### src/rfr_pkg.sv
// Shared constants, types and a helper function of the remote frame receiver.
`timescale 1ns / 1ps
`default_nettype none

package rfr_pkg;

  // Frame layout.
  localparam int FRAME_LEN_DEF = 9;
  localparam logic [7:0] SYNC_FIRST  = 8'hAA;
  localparam logic [7:0] SYNC_SECOND = 8'hBB;
  localparam int POS_BUTTONS  = 2;
  localparam int POS_THROTTLE = 4;
  localparam int POS_STEER    = 5;
  localparam int POS_PACKET   = 7;

  // Button bit positions inside the button byte.
  localparam int BTN1_BIT = 0;
  localparam int BTN2_BIT = 1;
  localparam int BTN3_BIT = 2;
  localparam int BTN4_BIT = 3;

  // Configuration register map.
  localparam int CFG_IDX_W = 1;
  localparam int CFG_DATA_W = 8;
  localparam logic [CFG_IDX_W-1:0] REG_DZ_HIGH = 1'd0;
  localparam logic [CFG_IDX_W-1:0] REG_DZ_LOW  = 1'd1;
  localparam logic [7:0] DZ_HIGH_RESET = 8'd152;
  localparam logic [7:0] DZ_LOW_RESET  = 8'd102;

  // Direction codes for throttle and steering.
  localparam logic [1:0] DIR_NEUTRAL  = 2'd0;
  localparam logic [1:0] DIR_POSITIVE = 2'd1;
  localparam logic [1:0] DIR_NEGATIVE = 2'd2;

  // One completed frame as handed from the parser to the result stage.
  typedef struct packed {
    logic       done;
    logic       ok;
    logic [7:0] buttons;
    logic [7:0] throttle;
    logic [7:0] steer;
    logic [7:0] packet;
  } frame_t;

  // Classes a raw stick value; the upper threshold takes priority.
  function automatic logic [1:0] classify(input logic [7:0] v, input logic [7:0] hi,
                                          input logic [7:0] lo);
    logic [1:0] dir;
    if (v > hi) begin
      dir = DIR_POSITIVE;
    end else if (v < lo) begin
      dir = DIR_NEGATIVE;
    end else begin
      dir = DIR_NEUTRAL;
    end
    return dir;
  endfunction

endpackage

`default_nettype wire

### src/rfr_parser.sv
// Byte-level frame parser: sync search, running checksum and field capture.
`timescale 1ns / 1ps
`default_nettype none

module rfr_parser import rfr_pkg::*; #(
  parameter int FRAME_LEN = FRAME_LEN_DEF
) (
  input  wire logic       clk,
  input  wire logic       rst,
  input  wire logic       fire,
  input  wire logic [7:0] rx_byte,
  output logic            last_pending,
  output frame_t          frame
);

  localparam int IDX_W = $clog2(FRAME_LEN);
  localparam logic [IDX_W-1:0] LAST_IDX = IDX_W'(FRAME_LEN - 1);

  localparam logic [1:0] PH_HUNT    = 2'd0;
  localparam logic [1:0] PH_SECOND  = 2'd1;
  localparam logic [1:0] PH_COLLECT = 2'd2;

  logic [1:0]       phase;
  logic [IDX_W-1:0] idx;
  logic [7:0]       sum;
  logic [7:0]       held_buttons;
  logic [7:0]       held_throttle;
  logic [7:0]       held_steer;
  logic [7:0]       held_packet;

  assign last_pending = (phase == PH_COLLECT) && (idx == LAST_IDX);

  always_comb begin
    frame.done     = fire && last_pending;
    frame.ok       = (rx_byte == sum);
    frame.buttons  = held_buttons;
    frame.throttle = held_throttle;
    frame.steer    = held_steer;
    frame.packet   = held_packet;
  end

  always_ff @(posedge clk) begin
    if (rst) begin
      phase <= PH_HUNT;
      idx   <= '0;
      sum   <= '0;
    end else if (fire) begin
      case (phase)
        PH_SECOND: begin
          // Anything but the second sync byte is dropped without leaving the phase.
          if (rx_byte == SYNC_SECOND) begin
            phase <= PH_COLLECT;
            idx   <= IDX_W'(2);
            sum   <= sum + rx_byte;
          end
        end
        PH_COLLECT: begin
          if (idx != LAST_IDX) begin
            sum <= sum + rx_byte;
            idx <= idx + 1'b1;
          end else begin
            phase <= PH_HUNT;
            idx   <= '0;
            sum   <= '0;
          end
        end
        default: begin
          if (rx_byte == SYNC_FIRST) begin
            phase <= PH_SECOND;
            idx   <= IDX_W'(1);
            sum   <= rx_byte;
          end else begin
            phase <= PH_HUNT;
          end
        end
      endcase
    end
  end

  // Captured payload bytes; always written before the checksum byte reads them.
  always_ff @(posedge clk) begin
    if (fire && (phase == PH_COLLECT)) begin
      if (idx == IDX_W'(POS_BUTTONS))  held_buttons  <= rx_byte;
      if (idx == IDX_W'(POS_THROTTLE)) held_throttle <= rx_byte;
      if (idx == IDX_W'(POS_STEER))    held_steer    <= rx_byte;
      if (idx == IDX_W'(POS_PACKET))   held_packet   <= rx_byte;
    end
  end

endmodule

`default_nettype wire

### src/rfr_result.sv
// Frame decode, button history, failure counter and the result register.
`timescale 1ns / 1ps
`default_nettype none

module rfr_result import rfr_pkg::*; (
  input  wire logic        clk,
  input  wire logic        rst,
  input  wire frame_t      frame,
  input  wire logic [7:0]  dz_high,
  input  wire logic [7:0]  dz_low,
  input  wire logic        res_ready,
  output logic             res_valid,
  output logic             frame_ok,
  output logic [1:0]       throttle_dir,
  output logic [1:0]       steer_dir,
  output logic [7:0]       throttle_raw,
  output logic [7:0]       steer_raw,
  output logic [7:0]       packet_id,
  output logic             button1_changed,
  output logic             button2_changed,
  output logic             button3_changed,
  output logic             button4_level,
  output logic [15:0]      error_count
);

  logic [2:0]  last_buttons;
  logic [15:0] fail_count;
  logic [15:0] fail_count_next;
  logic [2:0]  now3;
  logic [2:0]  diff;

  assign now3            = frame.buttons[BTN3_BIT:BTN1_BIT];
  assign diff            = now3 ^ last_buttons;
  assign fail_count_next = fail_count + 16'd1;

  always_ff @(posedge clk) begin
    if (rst) begin
      res_valid    <= 1'b0;
      last_buttons <= '0;
      fail_count   <= '0;
    end else if (frame.done) begin
      res_valid <= 1'b1;
      if (frame.ok) begin
        last_buttons <= now3;
      end else begin
        fail_count <= fail_count_next;
      end
    end else if (res_ready) begin
      res_valid <= 1'b0;
    end
  end

  always_ff @(posedge clk) begin
    if (frame.done) begin
      frame_ok <= frame.ok;
      if (frame.ok) begin
        throttle_dir    <= classify(frame.throttle, dz_high, dz_low);
        steer_dir       <= classify(frame.steer, dz_high, dz_low);
        throttle_raw    <= frame.throttle;
        steer_raw       <= frame.steer;
        packet_id       <= frame.packet;
        button1_changed <= diff[BTN1_BIT];
        button2_changed <= diff[BTN2_BIT];
        button3_changed <= diff[BTN3_BIT];
        button4_level   <= frame.buttons[BTN4_BIT];
        error_count     <= fail_count;
      end else begin
        throttle_dir    <= DIR_NEUTRAL;
        steer_dir       <= DIR_NEUTRAL;
        throttle_raw    <= '0;
        steer_raw       <= '0;
        packet_id       <= '0;
        button1_changed <= 1'b0;
        button2_changed <= 1'b0;
        button3_changed <= 1'b0;
        button4_level   <= 1'b0;
        error_count     <= fail_count_next;
      end
    end
  end

endmodule

`default_nettype wire

### src/remote_frame_receiver_unit.sv
// Top level of the remote-control frame receiver.
`timescale 1ns / 1ps
`default_nettype none

// The block takes received serial bytes on the rx channel (rx_valid, rx_ready,
// rx_byte), one beat per byte, and looks for fixed-length frames that open with
// 0xAA then 0xBB and close with an additive checksum byte. Every completed frame
// gives exactly one beat on the result channel (res_valid, res_ready and the
// decoded fields); sync and payload bytes give none.
// Bytes are taken at one byte per cycle unless a checksum byte is held off (below).
// The result beat appears in the cycle after the checksum byte is accepted, from
// the result register fed by the parser's running sum and captures.
// The result register sits between the two channels, so payload bytes keep
// flowing while a finished result waits. Only the checksum byte of the next
// frame is held off (rx_ready low) while an earlier result is still not taken.
// Deadzone thresholds are written through cfg_we, cfg_index and cfg_data; the user must
// do so only while the block is idle, which the block does not enforce. A write takes
// effect on the next clock edge. Synchronous reset returns the parser to sync search,
// clears the button history and the failure count, empties the result register and
// restores the default thresholds. There is no clearing pass; the block is ready right after.
module remote_frame_receiver_unit import rfr_pkg::*; #(
  parameter int FRAME_LEN = FRAME_LEN_DEF
) (
  input  wire logic                  clk,
  input  wire logic                  rst,
  input  wire logic                  rx_valid,
  output logic                       rx_ready,
  input  wire logic [7:0]            rx_byte,
  input  wire logic                  cfg_we,
  input  wire logic [CFG_IDX_W-1:0]  cfg_index,
  input  wire logic [CFG_DATA_W-1:0] cfg_data,
  output logic                       res_valid,
  input  wire logic                  res_ready,
  output logic                       frame_ok,
  output logic [1:0]                 throttle_dir,
  output logic [1:0]                 steer_dir,
  output logic [7:0]                 throttle_raw,
  output logic [7:0]                 steer_raw,
  output logic [7:0]                 packet_id,
  output logic                       button1_changed,
  output logic                       button2_changed,
  output logic                       button3_changed,
  output logic                       button4_level,
  output logic [15:0]                error_count
);

  logic   [7:0] dz_high;
  logic   [7:0] dz_low;
  logic         rx_fire;
  logic         last_pending;
  frame_t       frame;

  // Only a checksum byte can produce a result, so only it waits on the output.
  assign rx_ready = !last_pending || !res_valid || res_ready;
  assign rx_fire  = rx_valid && rx_ready;

  always_ff @(posedge clk) begin
    if (rst) begin
      dz_high <= DZ_HIGH_RESET;
      dz_low  <= DZ_LOW_RESET;
    end else if (cfg_we) begin
      case (cfg_index)
        REG_DZ_HIGH: dz_high <= cfg_data;
        REG_DZ_LOW:  dz_low  <= cfg_data;
        default: begin
        end
      endcase
    end
  end

  rfr_parser #(
    .FRAME_LEN(FRAME_LEN)
  ) u_parser (
    .clk         (clk),
    .rst         (rst),
    .fire        (rx_fire),
    .rx_byte     (rx_byte),
    .last_pending(last_pending),
    .frame       (frame)
  );

  rfr_result u_result (
    .clk            (clk),
    .rst            (rst),
    .frame          (frame),
    .dz_high        (dz_high),
    .dz_low         (dz_low),
    .res_ready      (res_ready),
    .res_valid      (res_valid),
    .frame_ok       (frame_ok),
    .throttle_dir   (throttle_dir),
    .steer_dir      (steer_dir),
    .throttle_raw   (throttle_raw),
    .steer_raw      (steer_raw),
    .packet_id      (packet_id),
    .button1_changed(button1_changed),
    .button2_changed(button2_changed),
    .button3_changed(button3_changed),
    .button4_level  (button4_level),
    .error_count    (error_count)
  );

endmodule

`default_nettype wire

### config.mk
export PLATFORM = sky130hd
export DESIGN_NAME = remote_frame_receiver_unit
export DESIGN_NICKNAME = d
export VERILOG_FILES = /design/src/rfr_pkg.sv /design/src/rfr_parser.sv /design/src/rfr_result.sv /design/src/remote_frame_receiver_unit.sv
export SDC_FILE = /design/constraint.sdc
export NUM_CORES = 1
export LEC_CHECK = 0
export BUFFER_PORTS_ARGS = -buffer_cell sky130_fd_sc_hd__buf_2
export CAP_MARGIN = 20
export CORE_ASPECT_RATIO = 0.8
export CORE_MARGIN = 2
export CORE_UTILIZATION = 26
export DETAILED_ROUTE_END_ITERATION = 10
export GPL_ROUTABILITY_DRIVEN = 0
export SYNTH_ARGS = -nofsm -noshare
export SYNTH_HDL_FRONTEND = slang
export SYNTH_HIERARCHICAL = 1
export SYNTH_SLANG_ARGS = --single-unit
### constraint.sdc
create_clock -name clk -period 5 [get_ports clk]
set_clock_uncertainty 0.2 [all_clocks]
set_input_delay 0 -clock clk [delete_from_list [all_inputs] [get_ports clk]]
set_output_delay 0 -clock clk [all_outputs]
set_load 0.02 [all_outputs]
Word-level counts from Yosys, hierarchy flattened

Cells that the tools add are included.

Add/sub/neg operators: 3
Magnitude comparators: 4
Equal/unequal tests: 13
Multiplexer cells: 19
Bitwise gates (word level): 3
Reduce and logical (&&, ||, !) cells: 21

Operators with widths:

| operator                                                               | count |
|---|---|
| 8-bit two-way mux                                                      | 3 |
| 16-bit by 1-bit adder with 16-bit output (second input constant)       | 1 |
| 8-bit equality test (second input constant)                            | 2 |
| 8-bit greater-than comparator                                          | 2 |
| 8-bit less-than comparator                                             | 2 |
| 16-bit two-way mux                                                     | 1 |
| 8-bit one-hot mux with 2 select lines                                  | 1 |
| 2-bit AND reduction                                                    | 7 |
| 4-bit by 3-bit equality test with 1-bit output (second input constant) | 3 |
| 4-bit two-way mux                                                      | 3 |
| 8-bit adder                                                            | 1 |
| 8-bit equality test                                                    | 1 |
| 2-bit two-way mux                                                      | 4 |
| 4-bit one-hot mux with 2 select lines                                  | 1 |
| 3-bit AND reduction                                                    | 2 |
| 1-bit two-way mux                                                      | 5 |
| 4-bit by 1-bit adder with 4-bit output (second input constant)         | 1 |
| 4-bit by 2-bit equality test with 1-bit output (second input constant) | 1 |
| 4-bit equality test (second input constant)                            | 1 |
| 1-bit logical AND                                                      | 4 |
| 4-bit != test (second input constant)                                  | 1 |
| 2-bit one-hot mux with 2 select lines                                  | 1 |
| 2-bit OR reduction                                                     | 2 |
| 3-bit nonzero test                                                     | 1 |
| other kinds (9)                                                        | 12 |

Bits in registers: 127
Input bits: 22
Output and inout port bits: 51

Logic depth before layout (Yosys ltp)

Word-level depth: 8
Mapped depth: 13
Depth with buffers taken out: 13

By module

The synthesis kept the hierarchy.

By module, submodules not included:

| module                     | times used | cells each | area an instance (um2) |
|---|---|---|---|
| rfr_result                 | 1          | 306        | 3465.8 |
| rfr_parser                 | 1          | 175        | 2123.3 |
| remote_frame_receiver_unit | 1          | 68         | 691.9 |

Least setup slack after synthesis

Ideal clock, no wire load.

Path type: register to register
Start: reg u_parser.idx[0]
End: reg u_result.fail_count[4]
Library setup time: 128 ps
Arrival: 4689 ps
Data required time: 4672 ps
Path slack: -16 ps
Stages on the path, launching flop included: 13
Buffers on the path: 0
Cells stage by stage: dfxtp_1 inv_1 ha_1 nand3b_1 nor2_1 nand3b_1 and2_1 nand2_1 nor2_1 inv_1 or2_2 xor2_1 nor2_1

RTL lines:

| item                   | line             | source |
|---|---|---|
| start, declared        | rfr_parser.sv:24 | `logic [IDX_W-1:0] idx;` |
| start signal, assigned | rfr_parser.sv:60 | `idx <= idx + 1'b1;` |
| end signal, assigned   | rfr_result.sv:46 | `fail_count <= fail_count_next;` |
| end, declared          | rfr_result.sv:27 | `logic [15:0] fail_count;` |

==> results.yml <==
status:
  outcome: "completed"
sta:
  final-max-slew-violation-count: 0
  max_slew_margin: 0.323
  tightest_slew_ns: 1.01
  finalCritPeriodShare: 0.663
  setup_ws_ns: 1.68
  tns_ns: 0
  fmax_ghz: 0.301
  finalSetupViolCount: 0
  hold_viol: 0
  holdWs_ns: 0.00934
  period_minus_slack_ns: 3.32
  rsz0062_at_grt: "false"
route:
  drc: 0
  firstDrtPassIters: 4
  wl_per_cell_um: 14.6
  drt-total-wl_um: 14200
  initialDrtViolationCount: 334
  drtAntennaViolNets: 0
  num_vias: 4320
  via_per_inst: 4.45
setup_path:
  endpoint: "u_result/fail_count[3]$_SDFFE_PP0P_"
  worstReg2RegStart: "u_parser/idx[0]$_SDFFE_PP0P_"
  cpMaxStageDelayCell: "buf_4"
  crit_path_max_fanout: 45
  r2r_end: "u_result/fail_count[3]$_SDFFE_PP0P_"
  crit_type: "flop to flop"
  max_stage_delay_ns: 0.57
  endpoint_kind: "flop"
  worstRegToRegCells: 12
  critPathRequiredTime_ns: 5.08
  critPathLaunchType: "flop"
  worstSetupStartpoint: "u_parser/idx[0]$_SDFFE_PP0P_"
  arrival_ns: 3.40
  path_cells: "inv_1, ha_1, nand3b_1, nor2_1, nand3b_1, and2_1, nand2_1, nor2_4, buf_4, nand3_1, xor2_1, nor2_1"
  r2r_setup_slack_ns: 1.68
pwr:
  power.density_mw_per_mm2: 324
  power_leakage_nw: 2.85
  finalPower_mw: 2.50
  ir_worst_vdd_uv: 268
place:
  pre_cts_slack_ns: 1.67
  dp_hpwl_um: 9960
  port_buffers: 72
clocking:
  cts_setup_buffers: 0
  clockRootBuffer: "clkbuf_16"
  cts.path.max_buffers: 2
  path_clk_slew_ns: 0.06
  cts_made_buffers: 17
  cts_tree: "done"
  cts.sinks: 127
  clock_latency_ns: 0.42
  cts_max_level: 4
final_layout:
  nets: 713
  mostFrequentLayoutCells: "edfxtp_1, buf_2, nor2_1"
  drive_gt1_frac: 0.191
  register_area_mm2: 0.00331
  layout_commonest_cell: "edfxtp_1"
  multi_input_area_mm2: 0.00266
  syn_to_final_growth_pct: 25.5
  antenna_cells: 0
  nFillCells: 2367
  top_regs: "u_result/error_count: 16 flops, u_result/fail_count: 16 flops"
die:
  die_h_um: 142
  die_width_um: 176
  num_rows: 50
  io_pins: 73
  die_area_mm2: 0.0250
  core_area_mm2: 0.0233
  start_util: 0.264
global_routing:
  grt_pass1_wl_um: 22700
  grt_use_met1: 0.164
  grt.busiest_layer: "met2"
  gr-total-overflow: 0
  grtUsageMet2: 0.182
  grt_use_met3: 0.0356
  grt_antenna_before_repair: 0
  grt_pass1_vias: 4250
  grt.total_usage: 0.119
  grt_max_degree: 59
yosys:
  synth_warnings: 6
  syn_avg_cell_area_um2: 11.3
  syn_nets: 612
  synth_area_mm2: 0.00616
  netlist_instances: 545
min_path:
  min_path_type: "input pin to flop"
run:
  drv_cap: 0
==> what timing repair did <==
action / CTS / global route
gates resized for setup: 0 / 0
hold endpoints to repair: 56 / 0
hold buffers: 26 / 0
==> cell type report <==
type,count,share of cell area
sequential,127,0.429
multi-input combinational,371,0.343
timing repair buffer,101,0.0832
clock buffer,20,0.0618
tap,312,0.0505
clock inverter,12,0.0189
inverter,28,0.0136
==> critical path: cells and delay by family (launching register included) <==
family | cells | cell delay (ns)
XOR/XNOR | 1 | 0.18
adder cells (fa/ha/maj) | 1 | 0.21
buffers and inverters | 2 | 0.66
flip-flops | 1 | 0.41
AND/OR/NAND/NOR | 8 | 1.50
==> power breakdown <==
part	internal, mW	switching [mW]	total, mW
combinational	0.0470	0.0590	0.106
sequential	1.11	0.00421	1.11
clock	0.802	0.483	1.29
total	1.96	0.546	2.50
==> per-layer routing <==
layer	up-vias	routed length [µm]
met5	-	0
met4	0	140
met3	13	693
met2	88	6400
met1	2059	6950
li1	2160	-
==> metrics by stage <==
stage          utilization  std cells  instance area [µm²]
2_1_floorplan            -        545                 6160
3_5_place_dp         0.293        913                 6850
3_3_place_gp         0.293        913                 6850
6_report             0.331        971                 7730
4_1_cts              0.331        971                 7730
5_1_grt              0.331        971                 7730
==> worst min-delay path by stage <==
stage	startpoint	endpoint	slack, ns	cells after the start
global route	rst	u_result/fail_count[9]$_SDFFE_PP0P_	0.03	3
floorplan	rst	u_parser/sum[7]$_SDFFE_PP0P_	-0.13	1
CTS	rst	u_result/fail_count[10]$_SDFFE_PP0P_	0.01	3
finish	rst	u_result/fail_count[10]$_SDFFE_PP0P_	0.009	3
detailed placement	cfg_data[4]	dz_low[4]$_SDFFE_PP0P_	0.07	3
global placement	cfg_data[4]	dz_low[4]$_SDFFE_PP0P_	0.07	3
(Power assumes the default switching activity.)
